--- src/sv/lrw_pkg.sv ---
package lrw_pkg;

  localparam int unsigned FrameDepthDef = 64;
  localparam int unsigned AddrW         = 5;
  localparam int unsigned DataW         = 32;

  localparam logic [15:0] BootReleaseDef  = 16'd500;
  localparam logic [15:0] BootReadyDef    = 16'd3000;
  localparam logic [15:0] ReplyTimeoutDef = 16'd12000;
  localparam logic [3:0]  MaxRetriesDef   = 4'd3;
  localparam logic [15:0] SilenceLimitDef = 16'd3600;

  typedef enum logic [2:0] {
    OP_TICK_MS        = 3'd0,
    OP_TICK_S         = 3'd1,
    OP_SEND_STARTED   = 3'd2,
    OP_STOP_WAIT      = 3'd3,
    OP_CLEAR_SILENCE  = 3'd4,
    OP_STORE_BYTE     = 3'd5,
    OP_MODULE_STARTED = 3'd6
  } op_e;

  typedef enum logic [2:0] {
    REG_BOOT_RELEASE  = 3'd0,
    REG_BOOT_READY    = 3'd1,
    REG_REPLY_TIMEOUT = 3'd2,
    REG_MAX_RETRIES   = 3'd3,
    REG_SILENCE_LIMIT = 3'd4
  } reg_e;

  typedef enum logic {
    ST_IDLE,
    ST_STREAM
  } state_e;

  typedef struct packed {
    logic [15:0] boot_release;
    logic [15:0] boot_ready;
    logic [15:0] reply_timeout;
    logic [3:0]  max_retries;
    logic [15:0] silence_limit;
  } cfg_t;

  typedef struct packed {
    op_e        op;
    logic [5:0] idx;
    logic       is_last;
  } cmd_t;

  typedef struct packed {
    logic       reset_line;
    logic       up;
    logic       waiting;
    logic [3:0] retries;
    logic [7:0] resets;
  } status_t;

  typedef struct packed {
    logic resend;
    logic gave;
    logic stream;
  } verdict_t;

endpackage

--- src/sv/lrw_supervisor.sv ---
module lrw_supervisor
  import lrw_pkg::*;
#(
  parameter int unsigned FRAME_DEPTH = FrameDepthDef,
  localparam int unsigned LenW = $clog2(FRAME_DEPTH + 1)
) (
  input  logic            clk_i,
  input  logic            rst_ni,
  input  logic            accept_i,
  input  cmd_t            cmd_i,
  input  cfg_t            cfg_i,
  output status_t         status_o,
  output verdict_t        verdict_o,
  output logic [LenW-1:0] frame_len_o
);

  logic [15:0]     ms_q, ms_d;
  logic            up_q, up_d;
  logic            wait_q, wait_d;
  logic [3:0]      ret_q, ret_d;
  logic [15:0]     sil_q, sil_d;
  logic [7:0]      rsts_q, rsts_d;
  logic            rline_q, rline_d;
  logic [LenW-1:0] len_q, len_d;

  always_ff @(posedge clk_i or negedge rst_ni) begin
    if (!rst_ni) begin
      ms_q    <= '0;
      up_q    <= 1'b0;
      wait_q  <= 1'b0;
      ret_q   <= '0;
      sil_q   <= '0;
      rsts_q  <= '0;
      rline_q <= 1'b0;
      len_q   <= '0;
    end else begin
      ms_q    <= ms_d;
      up_q    <= up_d;
      wait_q  <= wait_d;
      ret_q   <= ret_d;
      sil_q   <= sil_d;
      rsts_q  <= rsts_d;
      rline_q <= rline_d;
      len_q   <= len_d;
    end
  end

  always_comb begin
    ms_d      = ms_q;
    up_d      = up_q;
    wait_d    = wait_q;
    ret_d     = ret_q;
    sil_d     = sil_q;
    rsts_d    = rsts_q;
    rline_d   = rline_q;
    len_d     = len_q;
    verdict_o = '0;
    if (accept_i) begin
      unique case (cmd_i.op)
        OP_TICK_MS: begin
          if ((!up_q || wait_q) && ms_q != 16'hFFFF) ms_d = ms_q + 16'd1;
        end
        OP_TICK_S: begin
          if (sil_q != 16'hFFFF) sil_d = sil_q + 16'd1;
        end
        OP_SEND_STARTED: begin
          wait_d = 1'b1;
          ms_d   = '0;
        end
        OP_STOP_WAIT: begin
          wait_d = 1'b0;
          ms_d   = '0;
          ret_d  = '0;
        end
        OP_CLEAR_SILENCE: sil_d = '0;
        OP_STORE_BYTE: begin
          if (7'(cmd_i.idx) < 7'(FRAME_DEPTH) && cmd_i.is_last) begin
            len_d = LenW'(7'(cmd_i.idx) + 7'd1);
          end
        end
        OP_MODULE_STARTED: begin
          ms_d   = '0;
          up_d   = 1'b1;
          wait_d = 1'b0;
          len_d  = '0;
        end
        default: ;
      endcase

      if (up_d) begin
        if (ms_d >= cfg_i.reply_timeout) begin
          ms_d = '0;
          if (ret_d != 4'hF) ret_d = ret_d + 4'd1;
          if (ret_d >= cfg_i.max_retries && sil_d > cfg_i.silence_limit) begin
            up_d    = 1'b0;
            wait_d  = 1'b0;
            sil_d   = '0;
            ret_d   = '0;
            len_d   = '0;
            rsts_d  = rsts_q + 8'd1;
            rline_d = 1'b1;
          end else if (ret_d >= cfg_i.max_retries) begin
            wait_d         = 1'b0;
            ret_d          = '0;
            verdict_o.gave = 1'b1;
          end else begin
            verdict_o.resend = 1'b1;
          end
        end
      end else if (ms_d >= cfg_i.boot_ready) begin
        wait_d           = 1'b0;
        ms_d             = '0;
        ret_d            = '0;
        up_d             = 1'b1;
        verdict_o.resend = 1'b1;
      end else if (ms_d >= cfg_i.boot_release) begin
        rline_d = 1'b0;
      end
      verdict_o.stream = verdict_o.resend && (len_d != '0);
    end
  end

  assign status_o.reset_line = rline_q;
  assign status_o.up         = up_q;
  assign status_o.waiting    = wait_q;
  assign status_o.retries    = ret_q;
  assign status_o.resets     = rsts_q;
  assign frame_len_o         = len_q;

endmodule

--- src/sv/link_retry_watchdog_unit.sv ---
// channel | direction | valid       | stall       | payload
// in      | request   | in_valid_i  | in_stall_o  | opcode, data_byte, byte_index, is_last
// out     | result    | out_valid_o | out_stall_i | resend_*, last, status, gave_up
// cfg     | APB write | psel/penable/pwrite       | paddr, pwdata, prdata
// A request without resend gives one status result; a resend streams the stored frame one
// byte per cycle while the output is not stalled, from the single frame memory read port.
// Reset clears counters and status flags, not gave_up; memory is undefined until written.
// An output stall holds the result register and blocks further requests and reads.
module link_retry_watchdog_unit
  import lrw_pkg::*;
#(
  parameter int unsigned FRAME_DEPTH = FrameDepthDef
) (
  input  logic             clk_i,
  input  logic             rst_ni,
  input  logic             psel,
  input  logic             penable,
  input  logic             pwrite,
  input  logic [AddrW-1:0] paddr,
  input  logic [DataW-1:0] pwdata,
  output logic [DataW-1:0] prdata,
  output logic             pready,
  input  logic             in_valid_i,
  output logic             in_stall_o,
  input  logic [2:0]       opcode_i,
  input  logic [7:0]       data_byte_i,
  input  logic [5:0]       byte_index_i,
  input  logic             is_last_i,
  output logic             out_valid_o,
  input  logic             out_stall_i,
  output logic             resend_valid_o,
  output logic [7:0]       resend_byte_o,
  output logic             last_o,
  output logic             module_reset_o,
  output logic             module_up_o,
  output logic             waiting_reply_o,
  output logic [3:0]       retry_count_o,
  output logic [7:0]       reset_total_o,
  output logic             gave_up_o
);

  localparam int unsigned AW   = (FRAME_DEPTH > 1) ? $clog2(FRAME_DEPTH) : 1;
  localparam int unsigned LenW = $clog2(FRAME_DEPTH + 1);

  cfg_t cfg_q, cfg_d;
  logic cfg_wr;
  reg_e cfg_sel;

  assign pready  = 1'b1;
  assign cfg_wr  = psel && penable && pwrite;
  assign cfg_sel = reg_e'(paddr[4:2]);

  always_comb begin
    cfg_d = cfg_q;
    if (cfg_wr) begin
      unique case (cfg_sel)
        REG_BOOT_RELEASE:  cfg_d.boot_release  = pwdata[15:0];
        REG_BOOT_READY:    cfg_d.boot_ready    = pwdata[15:0];
        REG_REPLY_TIMEOUT: cfg_d.reply_timeout = pwdata[15:0];
        REG_MAX_RETRIES:   cfg_d.max_retries   = pwdata[3:0];
        REG_SILENCE_LIMIT: cfg_d.silence_limit = pwdata[15:0];
        default: ;
      endcase
    end
  end

  always_comb begin
    unique case (cfg_sel)
      REG_BOOT_RELEASE:  prdata = DataW'(cfg_q.boot_release);
      REG_BOOT_READY:    prdata = DataW'(cfg_q.boot_ready);
      REG_REPLY_TIMEOUT: prdata = DataW'(cfg_q.reply_timeout);
      REG_MAX_RETRIES:   prdata = DataW'(cfg_q.max_retries);
      REG_SILENCE_LIMIT: prdata = DataW'(cfg_q.silence_limit);
      default:           prdata = '0;
    endcase
  end

  always_ff @(posedge clk_i or negedge rst_ni) begin
    if (!rst_ni) begin
      cfg_q <= '{BootReleaseDef, BootReadyDef, ReplyTimeoutDef, MaxRetriesDef,
                 SilenceLimitDef};
    end else begin
      cfg_q <= cfg_d;
    end
  end

  state_e          state_q, state_d;
  logic [AW-1:0]   k_q, k_d;
  logic            ov_q, ov_d;
  logic            rv_q, rv_d;
  logic            last_q, last_d;
  logic            gave_q, gave_d;
  logic [7:0]      rd_q;
  logic            rd_en;
  logic            in_acc;
  logic            wr_en;
  cmd_t            cmd;
  status_t         status;
  verdict_t        verdict;
  logic [LenW-1:0] frame_len;
  logic [7:0]      mem_q [FRAME_DEPTH];

  assign in_stall_o  = (state_q != ST_IDLE) || (ov_q && out_stall_i);
  assign in_acc      = in_valid_i && !in_stall_o;
  assign cmd.op      = op_e'(opcode_i);
  assign cmd.idx     = byte_index_i;
  assign cmd.is_last = is_last_i;
  assign wr_en       = in_acc && cmd.op == OP_STORE_BYTE &&
                       7'(byte_index_i) < 7'(FRAME_DEPTH);

  lrw_supervisor #(
    .FRAME_DEPTH(FRAME_DEPTH)
  ) u_supervisor (
    .clk_i       (clk_i),
    .rst_ni      (rst_ni),
    .accept_i    (in_acc),
    .cmd_i       (cmd),
    .cfg_i       (cfg_q),
    .status_o    (status),
    .verdict_o   (verdict),
    .frame_len_o (frame_len)
  );

  // byte writes land at the accept edge; reads start in the following cycle at the earliest
  always_ff @(posedge clk_i) begin
    if (wr_en) mem_q[byte_index_i[AW-1:0]] <= data_byte_i;
    if (rd_en) rd_q <= mem_q[k_q];
  end

  always_comb begin
    state_d = state_q;
    k_d     = k_q;
    ov_d    = ov_q && out_stall_i;
    rv_d    = rv_q;
    last_d  = last_q;
    gave_d  = gave_q;
    rd_en   = 1'b0;
    unique case (state_q)
      ST_IDLE: begin
        if (in_acc) begin
          gave_d = verdict.gave;
          if (verdict.stream) begin
            state_d = ST_STREAM;
            k_d     = '0;
          end else begin
            ov_d   = 1'b1;
            rv_d   = 1'b0;
            last_d = 1'b1;
          end
        end
      end
      ST_STREAM: begin
        if (!ov_q || !out_stall_i) begin
          rd_en  = 1'b1;
          ov_d   = 1'b1;
          rv_d   = 1'b1;
          last_d = (LenW'(k_q) + LenW'(1)) == frame_len;
          k_d    = k_q + AW'(1);
          if (last_d) state_d = ST_IDLE;
        end
      end
      default: state_d = ST_IDLE;
    endcase
  end

  always_ff @(posedge clk_i or negedge rst_ni) begin
    if (!rst_ni) begin
      state_q <= ST_IDLE;
      k_q     <= '0;
      ov_q    <= 1'b0;
    end else begin
      state_q <= state_d;
      k_q     <= k_d;
      ov_q    <= ov_d;
    end
  end

  always_ff @(posedge clk_i) begin
    rv_q   <= rv_d;
    last_q <= last_d;
    gave_q <= gave_d;
  end

  assign out_valid_o     = ov_q;
  assign resend_valid_o  = rv_q;
  assign resend_byte_o   = rv_q ? rd_q : 8'd0;
  assign last_o          = last_q;
  assign module_reset_o  = status.reset_line;
  assign module_up_o     = status.up;
  assign waiting_reply_o = status.waiting;
  assign retry_count_o   = status.retries;
  assign reset_total_o   = status.resets;
  assign gave_up_o       = gave_q;

  a_status_single: assert property (@(posedge clk_i) disable iff (!rst_ni)
    out_valid_o && !resend_valid_o |-> last_o)
    else $error("status result without last");

  a_accept_progress: assert property (@(posedge clk_i) disable iff (!rst_ni)
    in_acc |=> out_valid_o || state_q == ST_STREAM)
    else $error("accepted request produced nothing");

  a_stream_bound: assert property (@(posedge clk_i) disable iff (!rst_ni)
    state_q == ST_STREAM |-> LenW'(k_q) < frame_len)
    else $error("resend index past frame length");

  a_gave_up_clear: assert property (@(posedge clk_i) disable iff (!rst_ni)
    out_valid_o && gave_up_o |-> !waiting_reply_o && retry_count_o == 4'd0)
    else $error("gave up while still waiting");

endmodule
--- config.mk ---
export PLATFORM = sky130hd
export DESIGN_NAME = link_retry_watchdog_unit
export DESIGN_NICKNAME = d
export VERILOG_FILES = /design/src/sv/lrw_pkg.sv /design/src/sv/lrw_supervisor.sv /design/src/sv/link_retry_watchdog_unit.sv
export SDC_FILE = /design/constraint.sdc
export NUM_CORES = 1
export LEC_CHECK = 0
export BUFFER_PORTS_ARGS = -buffer_cell sky130_fd_sc_hd__buf_4
export CORE_ASPECT_RATIO = 1.75
export CORE_MARGIN = 1
export CORE_UTILIZATION = 45
export DETAILED_ROUTE_END_ITERATION = 12
export HOLD_SLACK_MARGIN = 0.05
export PLACE_DENSITY = 0.63
export SLEW_MARGIN = 30
export SYNTH_ARGS = -nofsm -noshare
export SYNTH_HDL_FRONTEND = slang
export SYNTH_HIERARCHICAL = 1
export SYNTH_SLANG_ARGS = --single-unit
--- constraint.sdc ---
create_clock -name clk_i -period 4.7 [get_ports clk_i]
set_input_delay 0.94 -clock clk_i [delete_from_list [all_inputs] [get_ports clk_i]]
set_output_delay 0.94 -clock clk_i [all_outputs]
set_load 0.03 [all_outputs]
==> flow_summary.toml, run 1 <==
[timing]
relative_slew_slack = 0.365
final.min_clock_period_ns = 4.43
max_slew.worst_pin.slew_ns = 0.953
hold_ws_ns = 0.360
timing.final.crit_share = 0.942
max_clock_freq_mhz = 226
final-max-slew-violation-count = 0
final-setup-viol-count = 0
unrepaired_setup_endpoints_after_global_routing = "false"
skew_ns = 0.0217
hold_violations = 0

[setup_path]
critPathTopFamily = "simple AND/OR/NAND/NOR gates"
crit_slowest_cell = "or4_4"
cp_cell_sequence = "ha_1 -> nand3_1 -> nor2_1 -> buf_4 -> a211oi_4 -> nor2b_4 -> and4_1 -> xnor2_1 -> nor2_1 -> ha_1 -> nand4_1 -> or3_1 -> or4_4 -> nand3_4 -> o21a_4 -> and3_1 -> a21boi_2 -> a21o_1 -> nand2_1 -> a21o_1 -> nand2_1 -> o31ai_1"
critical_path.reg2reg.startpoint = "u_supervisor/ms_q[1]"
critPathCaptureType = "register"
timing.critical_path.buf_inv = 1
critPathKind = "register to register"
critPathArrivalTime_ns = 4.93
cp-startpoint = "u_supervisor/ms_q[1]"
cp_data_required_time_ns = 5.20
critPathMaxStageDelay_ns = 0.43
worstPathMaxFanout = 6
setup.worst_path.start_class = "register"

[yosys]
sequential_cell_area_fraction_in_the_yosys_report = 0.645
ys_top_cells_by_count = "edfxtp_1 (523), nor2_1 (148), mux4_2 (137)"
synth_seq_cells = 653
synth_enable_flop_cells = 523
cell_count_after_synthesis = 1916
synth.cell_area_sq_um = 29400
yosys.cell_types.count = 71
most_numerous_cell_in_the_yosys_netlist = "edfxtp_1"
yosysTopAreaCell = "edfxtp_1"
synth_ff_type = "edfxtp_1"
synth.yosys.warnings = 6
synth_area_leaders = "edfxtp_1 (53%), mux4_2 (10%), dfrtp_1 (8.8%)"
postSynthAreaPerCell_sq_um = 15.4
post_synth_arst_share = 0.199
synth.top_cell.area_share = 0.534

[cts]
clk_pin_slew_worst_paths_ns = 0.06
cts_max_path_buffers = 3
cts.sink_count = 653
clock_latency_ns = 0.64
clock-root-buffer = "clkbuf_16"
cts_hold_repair.buffers = 0
cts.htree.levels = 2
number_of_buffers_inserted_during_clock_tree_synthesis = 59
tritoncts = "built"

[power_and_ir_drop]
vdd.ir_drop.worst_mv = 0.351
powerDensity_nw_per_um2 = 478
static-leakage-power_uw = 0.0119
fin_total_pwr_uw = 16000

[global_routing]
gr-usage-all-layers = 0.223
grt_overflow_total = 0
grt_antenna_before_repair = 0
maximum_number_of_pins_on_one_net_before_global_route_repair = 101
first_pass_grt_wire_length_um = 110000
groute.layer.met1.usage = 0.246
global_route.usage.met2 = 0.416
met3_usage = 0.0287
top_usage_layer = "met2"
first_global_vias = 17776

[layout]
nNetsFinal = 2195
post_route_cells_drive_above_1_share = 0.255
syn_to_final_growth_pct = 13.7
num_antenna_cells = 0
layout_filler_cell_count = 5300
final_util = 0.519
multi_input_logic_area_sq_um = 9590
area_taken_by_flip_flops_and_latches_sq_um = 19000

[die]
top_level_ports = 123
chipWidth_um = 195
initial_core_util = 0.456
placeableCoreArea_sq_um = 64500
rows = 123
die_h_um = 340
die-area_sq_um = 66400

[routing]
router_iterations_before_antenna_repair = 5
num_vias = 17073
drt-wirelength-per-cell_um = 24.8
drt_first_iter_violations = 1285
post_drt_via_cell_ratio = 5.85
detail_route_antenna_nets = 0
finalWirelength_um = 72500
drcViolationCount = 0

[status]
outcome = "completed"

[place]
gp_congestion = 0.964
detailed_place_hpwl_um = 50100
io_buffers = 87

[flow_run]
cap_violations = 0

[worst_hold_path]
hold_path.class = "primary input to async pin"
layout by cell type, fill, tap and decap left out, drive strengths merged, types with 14 or more instances in the layout:
master / netlist / final
mux4: 137 / 137
edfxtp: 523 / 523
nand3: 43 / 43
ha: 74 / 74
clkinv: 0 / 21
a21oi: 60 / 60
dfrtp: 104 / 104
xor2: 23 / 23
dfstp: 26 / 26
nor2b: 19 / 19
xnor2: 19 / 19
inv: 93 / 94
mux2i: 44 / 44
nand2: 85 / 85
a22oi: 18 / 18
nor2: 148 / 148
o21ai: 62 / 62
clkbuf: 38 / 71
buf: 75 / 179
nor3: 16 / 16
conb: 2 / 17
and2: 17 / 17
nand4: 30 / 30
mux2: 70 / 70
nor4: 14 / 14
a21o: 17 / 17
path summary, 6_finish.rpt:
check	to	slack, ns	depth (start not counted)
max in group asynchronous	cfg_q[39]	3.22	2
worst max register to register	k_q[5]	0.27	22
worst min register to register	u_supervisor/rsts_q[7]	0.48	1
min in group clk_i	u_supervisor/rsts_q[7]	0.48	1
worst max-delay path	k_q[5]	0.27	22
worst min-delay path	u_supervisor/sil_q[6]	0.36	1
logic make-up (layout without fill, tap and decap cells):
| group | after synthesis | count (layout) | synth area share |
|---|---|---|---|
| mux | 251 | 251 | 0.147 |
| fa+ha+maj | 74 | 74 | 0.0315 |
| flops | 653 | 653 | 0.645 |
| buf+inv | 206 | 383 | 0.0331 |
| compound gates | 260 | 260 | 0.0586 |
| other cells | 2 | 17 | 0.000255 |
| xor+xnor | 42 | 42 | 0.0125 |
| simple gates | 428 | 428 | 0.0720 |
registers in the layout, indices dropped and copies added (netlist names), 4 cells and up:
| name | count |
|---|---|
| mem_q | 512 |
| cfg_q | 68 |
| u_supervisor/ms_q | 16 |
| u_supervisor/sil_q | 16 |
| rd_q | 8 |
| u_supervisor/rsts_q | 8 |
| u_supervisor/frame_len_o | 7 |
| k_q | 6 |
| u_supervisor/ret_q | 4 |
metrics by stage:
step	cell area, sq um	setup TNS (ns)	cells	worst slack, ns
2_1_floorplan	29500	-0.0158	1931	-0.0158
6_report	33400	0	2920	0.273
5_1_grt	33400	0	2920	0.00727
4_1_cts	33400	0	2919	0.273
3_3_place_gp	31300	-1.70	2808	-0.203
3_5_place_dp	31300	-2.80	2809	-0.205
routing by layer:
metal	wire [um]	part of all wire	vias to the layer above
met5	0	0	-
met4	3660	0.050	0
met3	3350	0.046	151
met2	39900	0.55	510
met1	25600	0.35	8755
li1	-	-	7657
final cells by class:
type / instances / share of cell area
repair buffers: 180 / 0.0424
clock buffers: 70 / 0.0467
well taps: 812 / 0.0304
inverters: 93 / 0.0105
flip-flops and latches: 653 / 0.568
multi-input cells: 1072 / 0.287
clock inverters: 40 / 0.0152
power breakdown:
group | switching (uW) | internal, uW
clock | 2160 | 2980
combinational | 2120 | 1800
sequential | 366 | 6570
total | 4650 | 11400
what timing repair did:
action                                  4_1_cts  5_1_grt
endpoints found under the setup margin        0        6
gates resized for setup                       0        5
setup buffers                                 0        0
Note: power is estimated with default switching activity, not from simulation.
==> run 2, diff against run 1 <==
--- a/config.mk
+++ b/config.mk
@@ -12,6 +12,7 @@
 export DETAILED_ROUTE_END_ITERATION = 12
 export HOLD_SLACK_MARGIN = 0.05
 export PLACE_DENSITY = 0.63
+export REMOVE_ABC_BUFFERS = 1
 export SLEW_MARGIN = 30
 export SYNTH_ARGS = -nofsm -noshare
 export SYNTH_HDL_FRONTEND = slang
==> run 2 against run 1 <==
  * Fmax down 0.49%
  * Final cell count rose by 0.41%
  * Largest cell class unchanged
  * Routed wire length increased by 0.15%
  * Flip-flop and latch count is the same
  * Critical path depth decreased by 1
==> flow_summary.toml, run 2 (synthesis gave the netlist of run 1 again) <==
[die]
placeableCoreArea_sq_um = 64500
die_h_um = 340
top_level_ports = 123
chipWidth_um = 195
initial_core_util = 0.456
rows = 123
die-area_sq_um = 66400

[routing]
detail_route_antenna_nets = 0
drt-wirelength-per-cell_um = 24.8
router_iterations_before_antenna_repair = 5
drcViolationCount = 0
post_drt_via_cell_ratio = 5.83
drt_first_iter_violations = 1051
num_vias = 17103
finalWirelength_um = 72600

[place]
gp_congestion = 0.882
io_buffers = 87
placed_cells_incl_taps = 2819
dp_area_sq_um = 31400
detailed_place_hpwl_um = 51000

[power_and_ir_drop]
vdd.ir_drop.worst_mv = 0.395
powerDensity_nw_per_um2 = 468
static-leakage-power_uw = 0.0119
fin_total_pwr_uw = 15600

[setup_path]
critPathArrivalTime_ns = 4.79
cp_cell_sequence = "nand3_1 -> nor3_2 -> buf_4 -> a211oi_2 -> nor2b_1 -> nand2_1 -> xor2_1 -> nor2_1 -> ha_1 -> a21oi_1 -> o21ai_0 -> a2111oi_2 -> buf_4 -> o211ai_1 -> o21a_1 -> and3_1 -> a21boi_2 -> buf_4 -> inv_1 -> a21oi_1 -> a21oi_2"
crit_slowest_cell = "a2111oi_2"
timing.critical_path.mode_cell = "buf_4"
worstPathMaxFanout = 4
critPathKind = "register to register"
critical_path.reg2reg.startpoint = "u_supervisor/ms_q[9]"
critPathMaxStageDelay_ns = 0.46
setup.worst_path.start_class = "register"
reg2regPathDepth = 21
worst_r2r_endpoint = "resend_valid_o"
critPathCaptureType = "register"
worst-r2r-setup-slack_ns = 0.25
cp_data_required_time_ns = 5.04

[layout]
commonest_non_fill_non_tap_cells_in_the_layout = "edfxtp_1 (523), buf_4 (183), nor2_1 (147), mux4_2 (137), dfrtp_1 (101)"
finalNonFillerCells = 2932
syn_to_final_growth_pct = 13.2
final_cell_area_sq_um = 33300
largest_reg_flops = 512
nNetsFinal = 2204
post_route_cells_drive_above_1_share = 0.254
layout.cells.most_common = "edfxtp_1"

[global_routing]
gr-usage-all-layers = 0.223
grt_overflow_total = 0
first_pass_grt_wire_length_um = 110000
first_global_vias = 17789
grt_antenna_before_repair = 4
maximum_number_of_pins_on_one_net_before_global_route_repair = 79

[cts]
number_of_buffers_inserted_during_clock_tree_synthesis = 58
postCtsSetupRepairBufs = 0
cts.htree.levels = 2
clock-root-buffer = "clkbuf_16"
clock_latency_ns = 0.67
cts.sink_count = 653
cts_max_path_buffers = 3
clk_pin_slew_worst_paths_ns = 0.06
cts_hold_repair.buffers = 0
tritoncts = "built"

[timing]
totalNegativeSetupSlack_ns = 0
skew_ns = 0.0458
max_slew.worst_pin.slew_ns = 1.04
hold_violations = 0
relative_slew_slack = 0.309
final-max-slew-violation-count = 0
max_clock_freq_mhz = 225
hold_ws_ns = 0.310
final.min_clock_period_ns = 4.45
final-setup-viol-count = 0
timing.final.crit_share = 0.946

[flow_run]
cap_violations = 0

[status]
outcome = "completed"

[worst_hold_path]
hold_path.class = "primary input to async pin"
[run 2: cell types whose count changed in the layout (fill, tap and decap cells not counted), sizes merged]
cell / change
buf: +11
bufinv: -6
clkbuf: -5
clkinv: +10
clkinvlp: -3
diode: +3
inv: +2
[run 2: power breakdown]
part	internal (uW)	leakage (uW)	switching [uW]	total, uW
registers	6570	0.00635	418	6980
clock network	2560	0.000916	2210	4770
logic	1830	0.00462	2000	3830
total	11000	0.0119	4630	15600
[run 2: stage by stage]
step / setup slack (ns) / utilization
floorplan: -1.54 / -
global placement: -0.374 / 0.486
detailed placement: -0.437 / 0.487
CTS: 0.0620 / 0.516
global route: -0.0197 / 0.517
finish: 0.252 / 0.517
[run 2: layout make-up]
cell class / count / area, sq um
Inverter: 93 / 350
Fill cell: 5309 / 31200
Antenna cell: 3 / 7.51
Multi-Input combinational cell: 1072 / 9550
Tap cell: 812 / 1020
Timing Repair Buffer: 190 / 1510
Clock buffer: 66 / 1480
Clock inverter: 43 / 400
Sequential cell: 653 / 19000
[run 2: worst max path at each step]
stage                               startpoint             end  slack (ns)  depth (start not counted)
after floorplan                         k_q[0]          last_o       -1.54                          6
after global placement             opcode_i[2]          last_o       -0.37                         20
after detailed placement           opcode_i[2]  resend_valid_o       -0.44                         20
after CTS                 u_supervisor/ms_q[0]  resend_valid_o        0.06                         21
after global routing      u_supervisor/ms_q[9]  resend_valid_o       -0.02                         21
final                     u_supervisor/ms_q[9]  resend_valid_o        0.25                         21
[run 2: layer usage]
metal  vias up  track usage  part of all wire
met5         -            0           0.00037
met4         4        0.129             0.060
met3       154       0.0347             0.048
met2       496        0.413              0.54
met1      8770        0.240              0.35
li1       7679            -                 -
[run 2: worst max-delay path, delay by kind of cell (launching register included)]
family / cells / cell delay, ns
AO/OA/AOI/OAI: 9 / 1.66
XOR/XNOR: 1 / 0.17
adder cells (fa/ha/maj): 1 / 0.31
buffers and inverters: 4 / 0.56
flip-flops: 1 / 0.41
AND/OR/NAND/NOR: 6 / 1.03
[run 2: timing repair]
action,in CTS,in global routing
endpoints found under the hold margin,0,0
gates cloned,0,0
resized for setup,1,9
endpoints found under the setup margin,1,8
